===== src/rtl/mfhd_pkg.sv =====
`default_nettype none

package mfhd_pkg;

  localparam int LENGTH_FIELD_BYTES = 4;
  localparam int LEN_W              = 28;
  localparam int GROUP_BITS         = 7;
  localparam int BUF_W              = 16;
  localparam int CNT_W              = 3;
  localparam int IN_TDATA_W         = 8;
  localparam int OUT_TDATA_W        = 48;
  localparam logic [3:0] FIRST_NO_BODY_CHECK = 4'd12;
  localparam logic [BUF_W-1:0] BUFFER_SIZE_RESET = 16'd1024;

  typedef enum logic [1:0] {
    ST_OK        = 2'd0,
    ST_TOO_LONG  = 2'd1,
    ST_EMPTY     = 2'd2,
    ST_MALFORMED = 2'd3
  } status_t;

  // bytes taken by the minimal encoding of a remaining length
  function automatic logic [2:0] min_len_bytes(input logic [LEN_W-1:0] len);
    logic [2:0] n;
    if (len < 28'd128) begin
      n = 3'd1;
    end else if (len < 28'd16384) begin
      n = 3'd2;
    end else if (len < 28'd2097152) begin
      n = 3'd3;
    end else begin
      n = 3'd4;
    end
    return n;
  endfunction

endpackage

`default_nettype wire


===== src/rtl/mqtt_fixed_header_deframer_unit.sv =====
// MQTT fixed-header deframer.
// Input stream s_axis carries the raw packet byte stream, one byte per request.
// Output stream m_axis carries one request per body byte; the last request of
// a packet has tlast set and carries type, flags, remaining length and status.
// Header and length bytes give no output request. A packet with an empty body,
// an oversize packet (body skipped) or a malformed length field gives a single
// tlast request with tuser (byte valid) low.
// cfg_wen/cfg_wdata set the buffer size (whole packet bytes); write it only
// while the block is idle.
// Each accepted byte is registered in the input register, then any result it
// gives in the output register. Throughput: one byte per cycle; the two
// registers form a two-stage pipeline, and the input side keeps taking
// bytes while the output is drained every cycle.
// When the receiver stalls, the output register holds, the input register
// fills and s_axis_tready drops until the output request is taken.
// Reset (rst, synchronous): waits for a header byte, both stages empty,
// buffer size 1024.
`default_nettype none

module mqtt_fixed_header_deframer_unit (
  input  wire logic                               clk,
  input  wire logic                               rst,
  input  wire logic                               s_axis_tvalid,
  output logic                                    s_axis_tready,
  input  wire logic [mfhd_pkg::IN_TDATA_W-1:0]    s_axis_tdata,   // [7:0] data_byte
  output logic                                    m_axis_tvalid,
  input  wire logic                               m_axis_tready,
  // [7:0] body_byte, [11:8] packet_type, [15:12] header_flags,
  // [43:16] decoded_len, [45:44] status, [47:46] zero
  output logic [mfhd_pkg::OUT_TDATA_W-1:0]        m_axis_tdata,
  output logic                                    m_axis_tlast,   // packet_end
  output logic                                    m_axis_tuser,   // byte_valid
  input  wire logic                               cfg_wen,
  input  wire logic [mfhd_pkg::BUF_W-1:0]         cfg_wdata
);
  import mfhd_pkg::*;

  typedef enum logic [1:0] {
    PH_HEADER = 2'd0,
    PH_LENGTH = 2'd1,
    PH_BODY   = 2'd2
  } phase_t;

  logic [BUF_W-1:0] buffer_size;

  logic             in_valid;
  logic [7:0]       in_byte;
  logic             advance;

  phase_t           phase, phase_next;
  logic [7:0]       header_store, header_store_next;
  logic [LEN_W-1:0] length_accum, length_accum_next;
  logic [CNT_W-1:0] length_byte_count, length_byte_count_next;
  logic [LEN_W-1:0] body_left, body_left_next;
  logic             discarding, discarding_next;

  logic             res_fire;
  logic [7:0]       res_byte;
  logic             res_bv;
  logic             res_end;
  status_t          res_status;

  logic [LEN_W-1:0] acc_add;
  logic [LEN_W:0]   total;
  logic             too_long;
  logic [LEN_W-1:0] left_dec;

  logic [7:0]       out_byte;
  logic [3:0]       out_type;
  logic [3:0]       out_flags;
  logic [LEN_W-1:0] out_len;
  status_t          out_status;

  assign advance       = in_valid && (!m_axis_tvalid || m_axis_tready);
  assign s_axis_tready = !in_valid || advance;

  assign acc_add  = length_accum
                  + (LEN_W'(in_byte[GROUP_BITS-1:0]) << (GROUP_BITS * length_byte_count));
  assign total    = {1'b0, acc_add} + (LEN_W+1)'(1) + (LEN_W+1)'(min_len_bytes(acc_add));
  assign too_long = total > (LEN_W+1)'(buffer_size);
  assign left_dec = (body_left != '0) ? body_left - LEN_W'(1) : body_left;

  always_comb begin
    phase_next             = phase;
    header_store_next      = header_store;
    length_accum_next      = length_accum;
    length_byte_count_next = length_byte_count;
    body_left_next         = body_left;
    discarding_next        = discarding;
    res_fire               = 1'b0;
    res_byte               = '0;
    res_bv                 = 1'b0;
    res_end                = 1'b0;
    res_status             = ST_OK;
    case (phase)
      PH_HEADER: begin
        header_store_next      = in_byte;
        length_accum_next      = '0;
        length_byte_count_next = '0;
        body_left_next         = '0;
        discarding_next        = 1'b0;
        phase_next             = PH_LENGTH;
      end
      PH_LENGTH: begin
        if (length_byte_count >= CNT_W'(LENGTH_FIELD_BYTES)) begin
          res_fire               = 1'b1;
          res_end                = 1'b1;
          res_status             = ST_MALFORMED;
          phase_next             = PH_HEADER;
          body_left_next         = '0;
          discarding_next        = 1'b0;
          length_byte_count_next = '0;
        end else begin
          length_accum_next      = acc_add;
          length_byte_count_next = length_byte_count + CNT_W'(1);
          if (!in_byte[7]) begin
            if (acc_add == '0) begin
              res_fire = 1'b1;
              res_end  = 1'b1;
              if (too_long) begin
                res_status = ST_TOO_LONG;
              end else if (header_store[7:4] < FIRST_NO_BODY_CHECK) begin
                res_status = ST_EMPTY;
              end
              phase_next             = PH_HEADER;
              body_left_next         = '0;
              discarding_next        = 1'b0;
              length_byte_count_next = '0;
            end else begin
              discarding_next = too_long;
              body_left_next  = acc_add;
              phase_next      = PH_BODY;
            end
          end
        end
      end
      PH_BODY: begin
        body_left_next = left_dec;
        if (left_dec == '0) begin
          res_fire = 1'b1;
          res_end  = 1'b1;
          if (discarding) begin
            res_status = ST_TOO_LONG;
          end else begin
            res_byte = in_byte;
            res_bv   = 1'b1;
          end
          phase_next             = PH_HEADER;
          body_left_next         = '0;
          discarding_next        = 1'b0;
          length_byte_count_next = '0;
        end else if (!discarding) begin
          res_fire = 1'b1;
          res_byte = in_byte;
          res_bv   = 1'b1;
        end
      end
      default: begin
        phase_next = PH_HEADER;
      end
    endcase
  end

  always_ff @(posedge clk) begin
    if (rst) begin
      buffer_size       <= BUFFER_SIZE_RESET;
      in_valid          <= 1'b0;
      m_axis_tvalid     <= 1'b0;
      phase             <= PH_HEADER;
      header_store      <= '0;
      length_accum      <= '0;
      length_byte_count <= '0;
      body_left         <= '0;
      discarding        <= 1'b0;
    end else begin
      if (cfg_wen) begin
        buffer_size <= cfg_wdata;
      end
      if (s_axis_tready) begin
        in_valid <= s_axis_tvalid;
      end
      if (advance) begin
        m_axis_tvalid     <= res_fire;
        phase             <= phase_next;
        header_store      <= header_store_next;
        length_accum      <= length_accum_next;
        length_byte_count <= length_byte_count_next;
        body_left         <= body_left_next;
        discarding        <= discarding_next;
      end else if (m_axis_tready) begin
        m_axis_tvalid <= 1'b0;
      end
    end
  end

  always_ff @(posedge clk) begin
    if (s_axis_tready && s_axis_tvalid) begin
      in_byte <= s_axis_tdata;
    end
    if (advance && res_fire) begin
      out_byte     <= res_byte;
      m_axis_tuser <= res_bv;
      m_axis_tlast <= res_end;
      out_type     <= res_end ? header_store[7:4] : 4'd0;
      out_flags    <= res_end ? header_store[3:0] : 4'd0;
      out_len      <= res_end ? length_accum_next : '0;
      out_status   <= res_end ? res_status : ST_OK;
    end
  end

  assign m_axis_tdata = {2'b00, out_status, out_len, out_flags, out_type, out_byte};

`ifndef NO_ASSERTIONS
  a_mid_carries_byte: assert property (@(posedge clk) disable iff (rst)
    (m_axis_tvalid && !m_axis_tlast) |-> m_axis_tuser)
    else $error("non-final result without a body byte");

  a_status_only_at_end: assert property (@(posedge clk) disable iff (rst)
    (m_axis_tvalid && !m_axis_tlast) |-> (out_status == ST_OK))
    else $error("status set on a non-final result");

  a_body_left_nonzero: assert property (@(posedge clk) disable iff (rst)
    (phase == PH_BODY) |-> (body_left != '0))
    else $error("body phase with nothing left to count");

  a_no_output_from_header: assert property (@(posedge clk) disable iff (rst)
    (advance && phase == PH_HEADER) |=> !m_axis_tvalid)
    else $error("header byte produced a result");
`endif

endmodule

`default_nettype wire

===== config.mk =====
export PLATFORM = sky130hd
export DESIGN_NAME = mqtt_fixed_header_deframer_unit
export DESIGN_NICKNAME = d
export VERILOG_FILES = /design/src/rtl/mfhd_pkg.sv /design/src/rtl/mqtt_fixed_header_deframer_unit.sv
export SDC_FILE = /design/constraint.sdc
export NUM_CORES = 1
export LEC_CHECK = 0
export BUFFER_PORTS_ARGS = -buffer_cell sky130_fd_sc_hd__buf_2
export CAP_MARGIN = 20
export CORE_AREA = 2 2 130 132
export CTS_BUF_LIST = sky130_fd_sc_hd__clkbuf_2
export DETAILED_ROUTE_END_ITERATION = 7
export DIE_AREA = 0 0 132 134
export GPL_ROUTABILITY_DRIVEN = 1
export PLACE_DENSITY = 0.84
export SLEW_MARGIN = 20
export SYNTH_ARGS = -nofsm -noshare
export SYNTH_HDL_FRONTEND = slang
export SYNTH_SLANG_ARGS = --single-unit

===== constraint.sdc =====
create_clock -name clk -period 23.7 [get_ports clk]
set_input_delay 3.555 -clock clk [delete_from_list [all_inputs] [get_ports clk]]
set_output_delay 3.555 -clock clk [all_outputs]
set_load 0.02 [all_outputs]

-- Word-level counts from Yosys, hierarchy flattened
Cells that the tools add are included.
- add/subtract/negate cells: 5
- multiply operators: 1
- magnitude comparators: 6
- equality and inequality tests: 4
- shift operators: 1
- muxes and demuxes: 44
- bitwise gates (word level): 1
- reduce and logical (&&, ||, !) cells: 19
- operators with widths (kind ; number):
    28-bit 2-to-1 mux ; 6
    28-bit case mux with 3 select lines ; 1
    28-bit zero test ; 2
    28-bit case mux with 2 select lines ; 1
    28-bit by 1-bit adder with 29-bit output, second input constant ; 1
    29-bit by 3-bit adder with 29-bit output ; 1
    29-bit by 16-bit greater-than comparator with 1-bit output ; 1
    28-bit adder ; 1
    28-bit by 15-bit less-than comparator with 1-bit output, second input constant ; 1
    28-bit by 22-bit less-than comparator with 1-bit output, second input constant ; 1
    28-bit by 8-bit less-than comparator with 1-bit output, second input constant ; 1
    28-bit nonzero test ; 1
    7-bit by 6-bit left shift with 28-bit output ; 1
    28-bit by 1-bit subtractor with 28-bit output, second input constant ; 1
    3-bit 2-to-1 mux ; 7
    2-bit 2-to-1 mux ; 9
    1-bit 2-to-1 mux ; 14
    3-bit case mux with 3 select lines ; 1
    3-bit AND reduction ; 3
    3-bit by 3-bit multiplier with 6-bit output, first input constant ; 1
    2-bit case mux with 3 select lines ; 1
    4-bit less-than comparator, second input constant ; 1
    1-bit case mux with 2 select lines ; 2
    2-bit case mux with 2 select lines ; 1
    other kinds (17) ; 21
- register bits: 144
- output and inout port bits: 52
- word-level logic and storage cells: 98

-- Depth between registers and ports, before layout
- depth after elaboration: 14
- depth in mapped cells: 34
- depth with buffers taken out: 32

-- Worst setup path before layout
Ideal clock, no wire load.
- path type: register to register
- start point: register length_byte_count[2]
- end point: register m_axis_tlast (enable)
- library setup time: 513 ps
- data arrival time: 7480 ps
- required time: 23187 ps
- path slack: 15707 ps
- stages on the path, launching flop included: 18
- period minus slack after synthesis: 7993 ps
- cell sequence: dfxtp_1 clkbuf_1 nor3_1 and2_1 ha_1 fa_1 nand3_1 a21o_1 a2111oi_0 o21ai_0 and2_1 clkbuf_1 or4bb_1 nor4_1 nand4b_1 o21ai_4 nor2_1 nor3_1
- cells in the longest elaborated chain, start to end: 9
- ends and longest elaborated chain (item ; line ; text):
    start, declared ; mqtt_fixed_header_deframer_unit.sv:53 ; logic [CNT_W-1:0] length_byte_count, length_byte_count_next;
    start signal, assigned ; mqtt_fixed_header_deframer_unit.sv:187 ; length_byte_count <= length_byte_count_next;
    3-bit by 3-bit multiplier with 6-bit output ; mqtt_fixed_header_deframer_unit.sv:78 ; + (LEN_W'(in_byte[GROUP_BITS-1:0]) << (GROUP_BITS * length_byte_count));
    7-bit by 6-bit left shift with 28-bit output ; mqtt_fixed_header_deframer_unit.sv:78 ;
    28-bit adder ; mqtt_fixed_header_deframer_unit.sv:78 ;
    28-bit zero test ; mqtt_fixed_header_deframer_unit.sv:117 ; if (acc_add == '0) begin
    1-bit 2-to-1 mux ; mqtt_fixed_header_deframer_unit.sv:117 ;
    1-bit 2-to-1 mux ; mqtt_fixed_header_deframer_unit.sv:116 ; if (!in_byte[7]) begin
    1-bit 2-to-1 mux (*) ; mqtt_fixed_header_deframer_unit.sv:105 ; if (length_byte_count >= CNT_W'(LENGTH_FIELD_BYTES)) begin
    1-bit case mux with 2 select lines (*) ; mqtt_fixed_header_deframer_unit.sv:95 ; case (phase)
    1-bit logical AND (*) ; mqtt_fixed_header_deframer_unit.sv:200 ; if (advance && res_fire) begin
    end signal, assigned ; mqtt_fixed_header_deframer_unit.sv:203 ; m_axis_tlast <= res_end;
    end, declared ; mqtt_fixed_header_deframer_unit.sv:31 ; output logic m_axis_tlast,
Every way passes the cells marked *; elsewhere a longest branch is shown, timed or not.
A chain may end at the register's enable or synchronous reset.

-- Worst setup path after layout
- start point: register length_byte_count[0]
- end point: register out_status[0] (data pin)
- cells in the longest elaborated chain, start to end: 14
- ends and longest elaborated chain (item ; line ; text):
    3-bit by 3-bit multiplier with 6-bit output ; mqtt_fixed_header_deframer_unit.sv:78 ;
    7-bit by 6-bit left shift with 28-bit output ; mqtt_fixed_header_deframer_unit.sv:78 ;
    28-bit adder ; mqtt_fixed_header_deframer_unit.sv:78 ;
    28-bit by 22-bit less-than comparator with 1-bit output ; mfhd_pkg.sv:29 ; end else if (len < 28'd2097152) begin
    3-bit 2-to-1 mux ; mfhd_pkg.sv:29 ;
    3-bit 2-to-1 mux ; mfhd_pkg.sv:27 ; end else if (len < 28'd16384) begin
    3-bit 2-to-1 mux ; mfhd_pkg.sv:25 ; if (len < 28'd128) begin
    29-bit by 3-bit adder with 29-bit output ; mqtt_fixed_header_deframer_unit.sv:79 ; assign total = {1'b0, acc_add} + (LEN_W+1)'(1) + (LEN_W+1)'(min_len_bytes(acc_add));
    29-bit by 16-bit greater-than comparator with 1-bit output ; mqtt_fixed_header_deframer_unit.sv:80 ; assign too_long = total > (LEN_W+1)'(buffer_size);
    2-bit 2-to-1 mux ; mqtt_fixed_header_deframer_unit.sv:120 ; if (too_long) begin
    2-bit 2-to-1 mux ; mqtt_fixed_header_deframer_unit.sv:117 ;
    2-bit 2-to-1 mux ; mqtt_fixed_header_deframer_unit.sv:116 ;
    2-bit 2-to-1 mux ; mqtt_fixed_header_deframer_unit.sv:105 ;
    2-bit case mux with 2 select lines ; mqtt_fixed_header_deframer_unit.sv:95 ;
    end signal, assigned ; mqtt_fixed_header_deframer_unit.sv:207 ; out_status <= res_end ? res_status : ST_OK;
    end, declared ; mqtt_fixed_header_deframer_unit.sv:72 ; status_t out_status;
Several ways; a longest one is shown, not always the timed one.

==> impl_results.md <==
* Synthesized cell area at 9619 µm²
* CP Capture Type: flip-flop
* Post-synth EDFFs at 56
* Starting Density at 59.05%
* Die Span Y at 134 µm
* Io pins at 81
* Cells after synthesis at 1166
* Synth top area cells: dfxtp_1 18%, edfxtp_1 17%, ha_1 7.0%, a21oi_1 5.9%, nor2_1 5.3%
* Synthesis-stage register bit count at 144
* DRC violation count after routing at 0
* Cell accounting for the most synthesized area: dfxtp_1
* Initial DRT Pass Iterations at 7
* Final nets at 1291
* Top_reg_cell synth: dfxtp_1
* CP max-delay cell: nor4b_1
* Worst-path fanout max at 12
* Slew @ Worst Pin at 0.9955 ns
* Core area at 16290 µm²
* Vias per inst at 6.472
* Final setup viols at 0
* Yosys top cell area share at 18.31%
* Leak pwr at 4.161 nW
* Routability congestion estimate at 0.9883
* DRT Wirelength at 28690 µm
* Port-buffer cells at 78
* DIE AREA at 17690 µm²
* Pwr Density at 49.23 nW/µm²
* Fmax at 112.2 MHz
* Initial antenna violation count at 1
* Crit path time final at 8.916 ns
* Post-synthesis cell type count at 79
* CTS Buffer Depth at 2
* DR iter-0 viols at 1158
* Tcrit/Tclk final at 37.62%
* Final setup margin at 14.78 ns
* Post-CTS sizing at 0
* Sequential area share after synthesis at 35.80%
* Post-Syn Area per Cell at 8.250 µm²
* Area Growth Syn to Fin at 8.039%
* Worst EP required at 24.20 ns
* Pin count of the biggest net entering global routing at 89
* Total grt overflow at 0
* Path type of the worst min-delay path: reg2reg
* Synth top cells by count: 137 x nor2_1, 129 x nand2_1, 113 x a21oi_1
* CP startpoint kind: flip-flop
* Max IR drop VDD at 0.00005332 V
* Synth warn at 0
* Via count at 9320
* CTS root buffer: clkbuf_2
* Final Max Slew Viols at 0
* Share of cells above drive strength 1 at 12.80%
* Total Routing Usage GR at 32.53%
* Clk sinks at 144
* Crit path kind: reg2reg
* Max-cap violations at 0
* Setup Fix Bufs, Post-CTS at 0
* WL/cell at 19.92 µm
* # rows at 47
* Status: finished clean
* Clock Skew at 0.03756 ns
* Worst skew pair latency at 0.77 ns
* First-pass GRT wire length at 45640 µm
* Total CTS buffers at 17
* Delay of the slowest critical-path stage at 0.72 ns
* CTS tree: yes
* Fin. Hold Viols at 0
* Hold buffers post-CTS at 0
* Ys async rst share at 0%
* Antenna viol nets, final at 0
* TNS Setup at 0 ns
* CP arrival at 9.42 ns
* Register clock-pin slew on the reported worst setup and hold paths at 0.23 ns
* DP HPWL at 20580 µm
* RSZ-0062 raised after global routing: false
* Die X at 132 µm
* CTS H-Tree Depth at 4
* Cell with the most instances after synthesis: nor2_1
* Number of global-route vias before repair at 8619
* Place WS at 14.98 ns
* Max-slew headroom at 33.43%
## cells in the final DEF (no fill, tap or decap), drive strengths merged, types with 10 or more instances in the layout
cell and n:
a21oi 124, and2 47, o21ai 51, and3 16
a21o 21, dfxtp 88, xnor2 23, nand2b 11
buf 88, a22oi 29, inv 38, edfxtp 56
clkbuf 18, ha 54, xor2 20, or4 14
nor4 23, nand3 32, nand2 131, nand4 21
nor2 138, mux2i 19, nor3 24, o211ai 10
## registers in the layout, summed over array words and instances, names as in the netlist, 2 cells and up
signal,cells
length_byte_count,3
buffer_size,16
out_status,2
phase,2
header_store,8
length_accum,28
out_byte,8
out_len,28
body_left,28
in_byte,8
out_flags,4
out_type,4
## per-layer routing
| metal | up-vias | routed length (µm) | global-route usage (%) |
|---|---|---|---|
| met4 | 0 | 1449 | 16.85 |
| li1 | 4317 | - | - |
| met5 | - | 0 | 0 |
| met1 | 4321 | 11580 | 42.84 |
| met2 | 570 | 12920 | 52.31 |
| met3 | 112 | 2737 | 4.724 |
## power breakdown
| group | leakage [nW] | switching [mW] | internal (mW) |
|---|---|---|---|
| clock | 0.173 | 0.101 | 0.0822 |
| combinational | 2.71 | 0.0421 | 0.0216 |
| sequential | 1.27 | 0.00453 | 0.260 |
## stage by stage
stage	power [mW]	area [µm²]	utilization [%]	cells	hold WS, ns
2_1_floorplan	0.3116	9623	-	1167	0.4319
3_3_place_gp	0.3289	10070	61.83	1407	0.4411
3_5_place_dp	0.3305	10070	61.85	1407	0.4424
4_1_cts	0.5107	10390	63.78	1439	0.4661
5_1_grt	0.5263	10390	63.80	1440	0.4790
6_report	0.5116	10390	63.80	1440	0.4673
## worst paths after layout
path,endpoint,startpoint,slack [ns],cells after the start
setup / recovery,out_status[0],length_byte_count[0],14.78,32
hold / removal,header_store[5],header_store[5],0.47,2
setup reg to reg,out_status[0],length_byte_count[0],14.78,32
hold reg to reg,header_store[5],header_store[5],0.47,2
## worst max-delay path, delay by kind of cell, from the launching register on
kind,cells,cell delay (ns)
adder cells (fa/ha/maj),4,1.04
AND/OR/NAND/NOR,10,3.48
flip-flops,1,0.45
AO/OA/AOI/OAI,14,3.15
buffers and inverters,2,0.19
XOR/XNOR,2,0.36
## cells by family (layout without fill, tap and decap cells)
logic type,after synthesis,after routing,share of synthesized area (%)
and+or+nand+nor,499,499,26.13
AOI/OAI and AO/OA,301,301,20.03
DFF,144,144,35.80
buffers and inverters,101,153,4.435
adders and majority gates,56,56,7.440
xor gates and xnor gates,43,43,3.915
muxes,21,21,2.211
other,1,3,0.03898
## final cells by class
type                            count  area, µm²
Inverter                           33      123.9
Tap cell                          220      275.3
Timing Repair Buffer               88      465.4
Multi-Input combinational cell    922       5767
Antenna cell                        1      2.502
Sequential cell                   144       3443
Clock inverter                     14      225.2
Fill cell                        1396       5897
Clock buffer                       18      90.09
No activity file was read; power rests on OpenSTA's default activity.
